**config.mk**
```make
export PLATFORM = sky130hd
export DESIGN_NAME = meshset_to_triangle_list
export DESIGN_NICKNAME = d
export VERILOG_FILES = /design/src/design/msl_pkg.sv /design/src/design/msl_sequencer.sv /design/src/design/msl_offset.sv /design/src/design/meshset_to_triangle_list.sv
export VERILOG_INCLUDE_DIRS = /design/src /design/src/design
export SDC_FILE = /design/constraint.sdc
export NUM_CORES = 1
export LEC_CHECK = 0
export BUFFER_PORTS_ARGS = -buffer_cell sky130_fd_sc_hd__buf_4
export CORE_MARGIN = 10
export CORE_UTILIZATION = 45
export DETAILED_ROUTE_END_ITERATION = 8
export GPL_ROUTABILITY_DRIVEN = 0
export PLACE_DENSITY = 0.76
export SETUP_SLACK_MARGIN = 0.4
export SLEW_MARGIN = 20
export SYNTH_ARGS = -nofsm -noshare
export SYNTH_HDL_FRONTEND = slang
export SYNTH_SLANG_ARGS = --single-unit
```
**constraint.sdc**
```tcl
create_clock -name clk -period 20 [get_ports clk]
set_clock_uncertainty 0.1 [all_clocks]
set_input_delay 4 -clock clk [delete_from_list [all_inputs] [get_ports clk]]
set_output_delay 4 -clock clk [all_outputs]
set_load 0.01 [all_outputs]
```
**src/design/meshset_to_triangle_list_defines.svh**
```systemverilog
// assertion macros for the mesh-set to triangle-list converter
// used by files that carry concurrent checks; expects clk and rst_n in scope
`ifndef MESHSET_TO_TRIANGLE_LIST_DEFINES_SVH
`define MESHSET_TO_TRIANGLE_LIST_DEFINES_SVH

`ifndef SYNTH

// check sampled on the clock, switched off while reset is applied
`define MSL_ASSERT(lbl, prop, msg) \
    lbl: assert property (@(posedge clk) disable iff (!rst_n) prop) else $error(msg);

// check sampled on the clock that also looks at the reset itself
`define MSL_ASSERT_RST(lbl, prop, msg) \
    lbl: assert property (@(posedge clk) prop) else $error(msg);

`else

`define MSL_ASSERT(lbl, prop, msg)
`define MSL_ASSERT_RST(lbl, prop, msg)

`endif

`endif

```
**src/design/msl_pkg.sv**
```systemverilog
// shared types and constants of the mesh-set to triangle-list converter
// no dependencies
package msl_pkg;

    // set kinds
    localparam logic [1:0] KIND_TRI     = 2'd0;
    localparam logic [1:0] KIND_QUAD    = 2'd1;
    localparam logic [1:0] KIND_STRIP   = 2'd2;
    localparam logic [1:0] KIND_UNKNOWN = 2'd3;

    // fault codes
    localparam logic [1:0] FAULT_OK    = 2'd0;
    localparam logic [1:0] FAULT_KIND  = 2'd1;
    localparam logic [1:0] FAULT_RANGE = 2'd2;

    // configuration register indexes
    localparam logic CFG_BASE_VERTEX = 1'b0;
    localparam logic CFG_AREA_CODE   = 1'b1;

    // strip header layout
    localparam logic [15:0] STRIP_LEN_MASK = 16'h7FFF;
    localparam logic [15:0] STRIP_WIND_BIT = 16'h8000;

    localparam int CFG_DATA_BITS = 24;
    localparam int VERT_BITS     = 24;

    typedef struct packed {
        logic        set_start;
        logic [1:0]  set_kind;
        logic [15:0] mesh_word;
    } word_item_t;

    typedef struct packed {
        logic [VERT_BITS-1:0] vert_a;
        logic [VERT_BITS-1:0] vert_b;
        logic [VERT_BITS-1:0] vert_c;
        logic [7:0]           tri_area;
        logic [1:0]           fault;
    } tri_item_t;

    // triangle request from the sequencer to the offset stage
    typedef struct packed {
        logic        emit;
        logic        bad_kind;
        logic [15:0] idx_a;
        logic [15:0] idx_b;
        logic [15:0] idx_c;
    } tri_req_t;

endpackage

```
**src/design/msl_sequencer.sv**
```systemverilog
// set/strip tracking: held indices, slot and strip counters, winding
// depends on msl_pkg and the assertion macro header
`include "meshset_to_triangle_list_defines.svh"

module msl_sequencer (
    input  logic               clk,
    input  logic               rst_n,
    input  logic               step,
    input  msl_pkg::word_item_t item,
    output msl_pkg::tri_req_t  req
);
    import msl_pkg::*;

    logic [1:0]  cur_kind_reg, cur_kind_next;
    logic [1:0]  slot_count_reg, slot_count_next;
    logic [14:0] strip_left_reg, strip_left_next;
    logic [1:0]  strip_seen_reg, strip_seen_next;
    logic        winding_flip_reg, winding_flip_next;
    logic        want_header_reg, want_header_next;
    logic [15:0] held_reg [3];
    logic [15:0] held_next [3];

    logic [1:0]  eff_kind;
    logic [1:0]  eff_slot;
    logic [14:0] eff_left;
    logic [1:0]  eff_seen;
    logic        eff_flip;
    logic        eff_want;
    logic [14:0] left_dec;
    logic [15:0] w;

    always_comb
    begin
        w        = item.mesh_word;
        // a set start wipes the running state before the word is used
        eff_kind = item.set_start ? item.set_kind : cur_kind_reg;
        eff_slot = item.set_start ? 2'd0 : slot_count_reg;
        eff_left = item.set_start ? 15'd0 : strip_left_reg;
        eff_seen = item.set_start ? 2'd0 : strip_seen_reg;
        eff_flip = item.set_start ? 1'b0 : winding_flip_reg;
        eff_want = item.set_start ? 1'b1 : want_header_reg;
        left_dec = eff_left - 15'd1;

        cur_kind_next     = eff_kind;
        slot_count_next   = eff_slot;
        strip_left_next   = eff_left;
        strip_seen_next   = eff_seen;
        winding_flip_next = eff_flip;
        want_header_next  = eff_want;
        held_next         = held_reg;
        req               = '0;

        unique case (eff_kind)
            KIND_TRI:
            begin
                if (eff_slot == 2'd2)
                begin
                    held_next[2]    = w;
                    slot_count_next = 2'd0;
                    req.emit        = 1'b1;
                    req.idx_a       = held_reg[0];
                    req.idx_b       = held_reg[1];
                    req.idx_c       = w;
                end
                else
                begin
                    held_next[eff_slot[0]] = w;
                    slot_count_next        = eff_slot + 2'd1;
                end
            end
            KIND_QUAD:
            begin
                slot_count_next = eff_slot + 2'd1;
                if (eff_slot == 2'd3)
                begin
                    req.emit  = 1'b1;
                    req.idx_a = held_reg[2];
                    req.idx_b = held_reg[1];
                    req.idx_c = w;
                end
                else
                begin
                    held_next[eff_slot] = w;
                    if (eff_slot == 2'd2)
                    begin
                        req.emit  = 1'b1;
                        req.idx_a = held_reg[0];
                        req.idx_b = held_reg[1];
                        req.idx_c = w;
                    end
                end
            end
            KIND_STRIP:
            begin
                if (eff_want)
                begin
                    strip_left_next   = w[14:0] & STRIP_LEN_MASK[14:0];
                    winding_flip_next = (w & STRIP_WIND_BIT) != 16'd0;
                    strip_seen_next   = 2'd0;
                    want_header_next  = (w[14:0] & STRIP_LEN_MASK[14:0]) == 15'd0;
                end
                else
                begin
                    strip_left_next = left_dec;
                    if (eff_seen < 2'd2)
                    begin
                        held_next[eff_seen[0]] = w;
                        strip_seen_next        = eff_seen + 2'd1;
                    end
                    else
                    begin
                        req.emit          = 1'b1;
                        req.idx_a         = eff_flip ? held_reg[1] : held_reg[0];
                        req.idx_b         = eff_flip ? held_reg[0] : held_reg[1];
                        req.idx_c         = w;
                        held_next[0]      = held_reg[1];
                        held_next[1]      = w;
                        winding_flip_next = ~eff_flip;
                    end
                    want_header_next = (left_dec == 15'd0);
                end
            end
            KIND_UNKNOWN:
            begin
                // only the set start word reports; the rest of the set is dropped
                if (item.set_start)
                begin
                    req.emit     = 1'b1;
                    req.bad_kind = 1'b1;
                end
            end
            default:
            begin
                req = '0;
            end
        endcase
    end

    always_ff @(posedge clk or negedge rst_n)
    begin
        if (!rst_n)
        begin
            cur_kind_reg     <= KIND_TRI;
            slot_count_reg   <= 2'd0;
            strip_left_reg   <= 15'd0;
            strip_seen_reg   <= 2'd0;
            winding_flip_reg <= 1'b0;
            want_header_reg  <= 1'b1;
        end
        else if (step)
        begin
            cur_kind_reg     <= cur_kind_next;
            slot_count_reg   <= slot_count_next;
            strip_left_reg   <= strip_left_next;
            strip_seen_reg   <= strip_seen_next;
            winding_flip_reg <= winding_flip_next;
            want_header_reg  <= want_header_next;
        end
    end

    // index store, written before read so no reset
    always_ff @(posedge clk)
    begin
        if (step)
        begin
            held_reg <= held_next;
        end
    end

    `MSL_ASSERT(a_tri_slot_range,
        cur_kind_reg != KIND_TRI || slot_count_reg != 2'd3,
        "triangle-list slot counter reached three")
    `MSL_ASSERT(a_strip_body_left,
        (cur_kind_reg == KIND_STRIP && !want_header_reg) |-> strip_left_reg != 15'd0,
        "strip body open with no words left")
    `MSL_ASSERT(a_strip_seen_range,
        strip_seen_reg != 2'd3,
        "strip seen counter overran")

endmodule

```
**src/design/msl_offset.sv**
```systemverilog
// base vertex offset, range check and result formatting
// depends on msl_pkg
module msl_offset #(
    parameter int VERTEX_INDEX_BITS = 24
) (
    input  msl_pkg::tri_req_t  req,
    input  logic [23:0]        base_vertex,
    input  logic [7:0]         area_code,
    output msl_pkg::tri_item_t item
);
    import msl_pkg::*;

    localparam logic [32:0] LIMIT = (33'd1 << VERTEX_INDEX_BITS) - 33'd1;

    logic [24:0] sum_a;
    logic [24:0] sum_b;
    logic [24:0] sum_c;
    logic        over;

    always_comb
    begin
        sum_a = {1'b0, base_vertex} + {9'd0, req.idx_a};
        sum_b = {1'b0, base_vertex} + {9'd0, req.idx_b};
        sum_c = {1'b0, base_vertex} + {9'd0, req.idx_c};
        over  = ({8'd0, sum_a} > LIMIT) || ({8'd0, sum_b} > LIMIT)
                || ({8'd0, sum_c} > LIMIT);

        item          = '0;
        item.tri_area = area_code;
        if (req.bad_kind)
        begin
            item.fault = FAULT_KIND;
        end
        else if (over)
        begin
            item.fault = FAULT_RANGE;
        end
        else
        begin
            item.vert_a = sum_a[VERT_BITS-1:0];
            item.vert_b = sum_b[VERT_BITS-1:0];
            item.vert_c = sum_c[VERT_BITS-1:0];
            item.fault  = FAULT_OK;
        end
    end

endmodule

```
**src/design/meshset_to_triangle_list.sv**
```systemverilog
// top level of the mesh-set to triangle-list converter
// depends on msl_pkg, msl_sequencer, msl_offset and the assertion macro header
//
//   channel  direction  handshake              payload
//   word     in         word_valid/word_stall  word_item (set_start, set_kind, mesh_word)
//   tri      out        tri_valid/tri_stall    tri_item (vert_a/b/c, tri_area, fault)
//   cfg      in         cfg_we                 cfg_index, cfg_data
//
// one word per cycle while the result is not stalled; a word is registered at its accepting edge
// and its triangle (if any) is loaded into the result register when that word moves on;
// the sequencer state update and the three offset adders lie between the two registers
// rst_n clears the valid flags and the set/strip state, held indices come up unknown
// a stalled result holds the word in the input register and stalls the input; an empty
// input register still takes a word while the result waits
`include "meshset_to_triangle_list_defines.svh"

module meshset_to_triangle_list #(
    parameter int VERTEX_INDEX_BITS = 24
) (
    input  logic                clk,
    input  logic                rst_n,
    // word channel
    input  logic                word_valid,
    output logic                word_stall,
    input  msl_pkg::word_item_t word_item,
    // triangle channel
    output logic                tri_valid,
    input  logic                tri_stall,
    output msl_pkg::tri_item_t  tri_item,
    // configuration writes
    input  logic                cfg_we,
    input  logic                cfg_index,
    input  logic [23:0]         cfg_data
);
    import msl_pkg::*;

    // configuration registers
    logic [23:0] base_vertex_reg;
    logic [7:0]  area_code_reg;

    // input register stage
    logic       s1_valid_reg, s1_valid_next;
    word_item_t s1_item_reg;

    // result register stage
    logic       tri_valid_reg, tri_valid_next;
    tri_item_t  tri_item_reg;

    logic       out_free;
    logic       step;
    logic       word_take;
    tri_req_t   req;
    tri_item_t  tri_comb;

    // result register is free when empty or being drained this cycle
    assign out_free   = !tri_valid_reg || !tri_stall;
    // the registered word moves on whenever there is room for its result
    assign step       = s1_valid_reg && out_free;
    // input register refills as soon as its word moves on
    assign word_stall = s1_valid_reg && !out_free;
    assign word_take  = word_valid && !word_stall;

    assign tri_valid  = tri_valid_reg;
    assign tri_item   = tri_item_reg;

    always_comb
    begin
        s1_valid_next = s1_valid_reg;
        if (word_take)
        begin
            s1_valid_next = 1'b1;
        end
        else if (step)
        begin
            s1_valid_next = 1'b0;
        end

        tri_valid_next = tri_valid_reg;
        if (out_free)
        begin
            tri_valid_next = step && req.emit;
        end
    end

    msl_sequencer u_seq (
        .clk   (clk),
        .rst_n (rst_n),
        .step  (step),
        .item  (s1_item_reg),
        .req   (req)
    );

    msl_offset #(
        .VERTEX_INDEX_BITS (VERTEX_INDEX_BITS)
    ) u_offset (
        .req         (req),
        .base_vertex (base_vertex_reg),
        .area_code   (area_code_reg),
        .item        (tri_comb)
    );

    // control and configuration
    always_ff @(posedge clk or negedge rst_n)
    begin
        if (!rst_n)
        begin
            s1_valid_reg    <= 1'b0;
            tri_valid_reg   <= 1'b0;
            base_vertex_reg <= 24'd0;
            area_code_reg   <= 8'd0;
        end
        else
        begin
            s1_valid_reg  <= s1_valid_next;
            tri_valid_reg <= tri_valid_next;
            if (cfg_we)
            begin
                unique case (cfg_index)
                    CFG_BASE_VERTEX: base_vertex_reg <= cfg_data;
                    CFG_AREA_CODE:   area_code_reg   <= cfg_data[7:0];
                    default:         base_vertex_reg <= base_vertex_reg;
                endcase
            end
        end
    end

    // payload registers
    always_ff @(posedge clk)
    begin
        if (word_take)
        begin
            s1_item_reg <= word_item;
        end
        if (step && req.emit)
        begin
            tri_item_reg <= tri_comb;
        end
    end

    // a faulted triangle never carries vertex indices
    `MSL_ASSERT(a_fault_zero_verts,
        (tri_valid_reg && tri_item_reg.fault != FAULT_OK) |->
            (tri_item_reg.vert_a == 24'd0 && tri_item_reg.vert_b == 24'd0
             && tri_item_reg.vert_c == 24'd0),
        "faulted triangle carries vertex indices")
    // a registered word that could not move on is still held next cycle
    `MSL_ASSERT(a_word_kept,
        (s1_valid_reg && !step) |=> s1_valid_reg,
        "held word lost from input register")
    // a fresh result always comes from a word in the input register
    `MSL_ASSERT(a_result_source,
        (tri_valid_reg && !$past(tri_valid_reg)) |-> $past(s1_valid_reg),
        "result appeared with no word behind it")
    // reset empties both stages
    `MSL_ASSERT_RST(a_reset_empty,
        !rst_n |=> (!tri_valid_reg && !s1_valid_reg),
        "stage valid set during reset")

endmodule

```
---- Word level (Yosys, flattened, before mapping) ----
Index checks and enable logic that the tools add are counted.
storage, ports and cells
  bits in registers ....................... 206
  bits of input ports ..................... 49
  output and inout bits ................... 84
  logic and storage cells ................. 126
cells by class
  $add $sub $neg .......................... 6
  $lt $le $gt $ge ......................... 10
  equal/unequal tests ..................... 9
  multiplexer cells ....................... 51
  bitwise logic cells ..................... 5
  reductions and logical operators ........ 24
operators with widths
  operator                                                                 count
  48-bit two-way mux                                                       6
  48-bit one-hot mux with 3 select lines                                   2
  48-bit bitwise mux                                                       3
  16-bit two-way mux                                                       7
  16-bit demux with 2-bit select                                           3
  24-bit by 16-bit adder with 25-bit output                                3
  25-bit by 24-bit > comparator with 1-bit output (second input constant)  3
  32-bit two-way mux                                                       2
  15-bit two-way mux                                                       3
  15-bit zero test                                                         2
  2-bit two-way mux                                                        9
  15-bit by 1-bit subtractor with 15-bit output (second input constant)    1
  1-bit two-way mux                                                        14
  5-bit AND reduction                                                      2
  2-bit == test (second input constant)                                    4
  1-bit logical AND                                                        7
  2-bit by 3-bit >= comparator with 1-bit output (second input constant)   2
  2-bit inequality test (second input constant)                            3
  2-bit by 1-bit adder with 2-bit output (second input constant)           2
  1-bit zero test                                                          4
  2-bit by 1-bit < comparator with 1-bit output (second input constant)    2
  1-bit inverter with 2-bit output                                         2
  1-bit one-hot mux with 4 select lines                                    1
  2-bit one-hot mux with 2 select lines                                    1
  other kinds (13)                                                         17

---- Longest topological paths before layout ----
  depth in word-level cells ............... 10
  mapped depth ............................ 24
  gate-level depth less buffers ........... 19

---- Cells and area by module ----
Synthesis repeated with hierarchy kept, for this count alone.
second synthesis, totals
  cells, all modules ...................... 1242
  area, all modules ....................... 12906.1 sq um
modules (own cells, without submodules)
  module                    times used  cells an instance  area each (sq um)  seq. area each (sq um)
  msl_sequencer             1           573                5124.9             2018.2
  meshset_to_triangle_list  1           181                4414.2             3883.7
  msl_offset                1           488                3367.0             0.0

---- Least setup slack after synthesis ----
No wires, ideal clock.
  path type ............................... input-to-reg
  start ................................... in tri_stall
  end ..................................... reg tri_item_reg, in the netlist tri_item[0], enable pin
  library setup time ...................... 523 ps
  arrival time ............................ 7838 ps
  data required time ...................... 19377 ps
  slack ................................... 11540 ps
  stages .................................. 4
  path buffers ............................ 1
  cells stage by stage .................... nand2_1 > nand2_1 > clkbuf_1 > nor2_1
between the ends
  longest elaborated chain between the ends .. 4
ends and longest elaborated chain
  what                  line                             source
  from (decl)           meshset_to_triangle_list.sv:28   input logic tri_stall,
  1-bit zero test       meshset_to_triangle_list.sv:56   assign out_free = !tri_valid_reg || !tri_stall;
  1-bit logical OR      meshset_to_triangle_list.sv:56
  1-bit logical AND     meshset_to_triangle_list.sv:58   assign step = s1_valid_reg && out_free;
  1-bit logical AND     meshset_to_triangle_list.sv:134  if (step && req.emit)
  to (signal assigned)  meshset_to_triangle_list.sv:136  tri_item_reg <= tri_comb;
  to (decl)             meshset_to_triangle_list.sv:47   tri_item_t tri_item_reg;
Every way passes these cells.
A chain may end at the register's enable or synchronous reset.

---- Final worst setup path ----
  start ................................... in tri_stall
  end ..................................... out word_stall
between the ends
  longest elaborated chain between the ends .. 4
ends and longest elaborated chain
  what               line                            source
  1-bit zero test    meshset_to_triangle_list.sv:56
  1-bit logical OR   meshset_to_triangle_list.sv:56
  1-bit zero test    meshset_to_triangle_list.sv:60  assign word_stall = s1_valid_reg && !out_free;
  1-bit logical AND  meshset_to_triangle_list.sv:60
  to (decl)          meshset_to_triangle_list.sv:24  output logic word_stall,
Every way passes these cells.

==> summary.txt <==
Job
  – Max-cap violations: 0

Global routing
  – Largest net degree at the start of global routing: 76
  – Initial antenna violation count: 0
  – First-pass GRT wire length: 53,050 µm
  – GRT Util Overall: 0.1916
  – Vias in the first global route: 9,496
  – Remaining Overflow, GRT: 0

Finish
  – Syn-to-layout area delta: 15.90%
  – Final Core Density: 0.5301
  – Final Instance Area: around 14,000 µm²
  – Fin nets: about 1,400
  – Filler instances: about 2,400
  – Commonest non-fill, non-tap cell in the layout: edfxtp_1
  – Share of cells above drive strength 1: 0.1796
  – Fin cells: roughly 1,600
  – Ant diodes: 0
  – Most frequent cells in the layout: edfxtp_1, buf_4, nand2_1, nor2_1, a21oi_1

STA
  – Max-slew headroom: 0.3046
  – Final setup vio count: 0
  – Max Freq: 117.7 MHz
  – Setup TNS: 0 ns
  – Fin crit share: 0.4247
  – Slew @ Worst Pin: a little over 1 ns
  – Post-route minimum period: 8.494 ns
  – RSZ-0062 raised after global routing: no
  – Pins Over Slew Limit: 0
  – Final Hold Fails: 0
  – Setup ws final: ~12 ns

Logic synthesis
  – Syn Std Cell Area: 12,360 µm²
  – YS warnings: 0
  – Post-synthesis net count: between 1,000 and 1,500
  – Post-synthesis sequential area ratio: 0.4775
  – Async set-reset flop share out of synthesis: 0.2767
  – Post-synth top flop: edfxtp_1
  – Distinct cells, synth: 73
  – #FFs+latches synth: 206
  – Ranking of synthesized cells by area: edfxtp_1, dfrtp_1, ha_1, a22o_1, nand2_1
  – Post-synth top area share: 0.3620
  – Avg Inst Size Synth: 10.51 µm²
  – Synth Instances: about 1,200
  – Area leader, netlist: edfxtp_1
  – Post-synth EDFFs: ~150

Floorplanning
  – Initial Utilization: 0.4574
  – Die ar.: 34,500 µm²
  – Row count: 60
  – Die Wd: 185.7 µm
  – Core area: 27,030 µm²
  – Die H: ~190 µm
  – # IOs: roughly 130

Worst setup path
  – Crit path max fanout: 3
  – CP required: about 16 ns
  – Critical Path Most Common Cell: buf_4
  – Critical-path cell list: buf_4 > nand3_1 > inv_1 > buf_4
  – CP Capture Type: output pin
  – CP arrival: around 4.4 ns
  – CP max stage delay: 0.13 ns
  – CP max stage cell: buf_4
  – Kind of critical path: in2out
  – Startpoint class of the critical path: primary input

Route
  – Via count: 10,045
  – Initial DRC Count: 1,381
  – Post-DR vias/cell: between 6 and 7
  – WL per Instance: approximately 21 µm
  – # DRC: 0
  – Drt pass-1 iters: 6
  – Antenna Nets Post-Route: 0
  – Routed wire length: 34,040 µm

Min path
  – Tightest Hold Check Type: reg2reg

Clock tree
  – Hold Buf Count CTS: 0
  – Root Buffer: clkbuf_16
  – Worst-Skew Late Latency: approximately 0.52 ns
  – # clock sinks: just over 200
  – Setup bufs post-CTS: 0
  – CTS Buf Count: 24
  – CTS tree: yes
  – H-tree levels: 1
  – CTS resizes: 0
  – Clock Tree Buf Depth: 3
  – Clock slew at reported path FFs: ~0.050 ns

Place
  – Hpwl dp: around 25,000 µm
  – Dpl cells: approximately 1,600
  – Port Buffers: 132
  – Pre-CTS setup slack: roughly 11 ns
  – Post-DP Area: 13,600 µm²

Pwr
  – Worst VDD drop: approximately 0.10 mV
  – PwrDens: 112.1 nW/µm²
  – Pleak: around 5.7 nW

Outcome
  – Outcome: finished clean
## power breakdown
part           leakage, nW  internal [W]  switching, W
logic                 3.29      0.000226      0.000310
registers             2.10      0.000580     0.0000859
clock network        0.349      0.000235      0.000169
total                 5.74       0.00104      0.000565
## final timing paths
check | from | endpoint | slack (ns) | cells past startpoint
setup / recovery | tri_stall | word_stall | 11.51 | 4
max in group asynchronous | rst_n | base_vertex_reg[20] | 15.78 | 1
min in group asynchronous | rst_n | u_seq.strip_left_reg[1] | 3.46 | 1
hold reg to reg | area_code_reg[0] | tri_item[2] | 0.34 | 0
hold / removal | area_code_reg[0] | tri_item[2] | 0.34 | 0
setup reg to reg | s1_item_reg[18] | tri_item[39] | 13.09 | 20
## cell families (layout without fill, tap and decap cells)
logic type	count (synthesis)	after routing	share of synthesized area
adder cells (fa/ha/maj)	65	65	0.06762
AO/OA/AOI/OAI	337	337	0.1952
XOR/XNOR	45	45	0.03189
flip-flops	206	206	0.4775
buffers and inverters	101	211	0.03118
AND/OR/NAND/NOR	366	366	0.1484
multiplexers	56	56	0.04828
## final cells by class
type                       count  area [µm²]  share of cell area
multi-input combinational    869        6100              0.4258
sequential                   206        5902              0.4120
timing repair buffer         145        1089             0.07598
clock buffer                  34       680.7             0.04751
tap                          341       426.7             0.02978
inverter                      24       90.09            0.006288
clock inverter                 8       38.79            0.002707
## metal layers
metal / vias up / track usage / routed length (µm)
met4: 0 / 0.05289 / 835
met1: 4804 / 0.2555 / 14090
met3: 47 / 0.03685 / 3315
li1: 4709 / - / -
met2: 485 / 0.3109 / 15800
met5: - / 0 / 0
## cells in the mapped netlist, types with 6 or more instances
library cell  number
xor2_1            19
a22o_1            52
or3_1             13
xnor2_1           26
o211ai_1           8
nand2b_1          12
a21oi_1           68
and3_1             7
nor3_1            59
or4_1              6
edfxtp_1         149
and2_1            26
nor4_1            15
a31oi_1            6
a22oi_1           17
dfrtp_1           56
mux2_2            29
nand3_1           15
a222oi_1          29
a21o_1            17
o21ai_0           64
mux2i_1           27
clkbuf_1          70
inv_1             22
nor2_1            78
a211oi_1          20
ha_1              62
nand2_1           95
nor2b_1           16
nor4_2             7
## per-stage QoR
step           total power, W  hold WS, ns
6_report             0.001606       0.3402
5_1_grt              0.001700       0.3448
4_1_cts              0.001609       0.3411
3_5_place_dp         0.001201       0.3281
3_3_place_gp         0.001180       0.3224
2_1_floorplan        0.001037       0.3194
## worst max-delay path: cells and delay by family
family        cells  cell delay, ns
simple gates      1            0.10
buf+inv           3            0.29
Power figures use the tool's default switching activity.
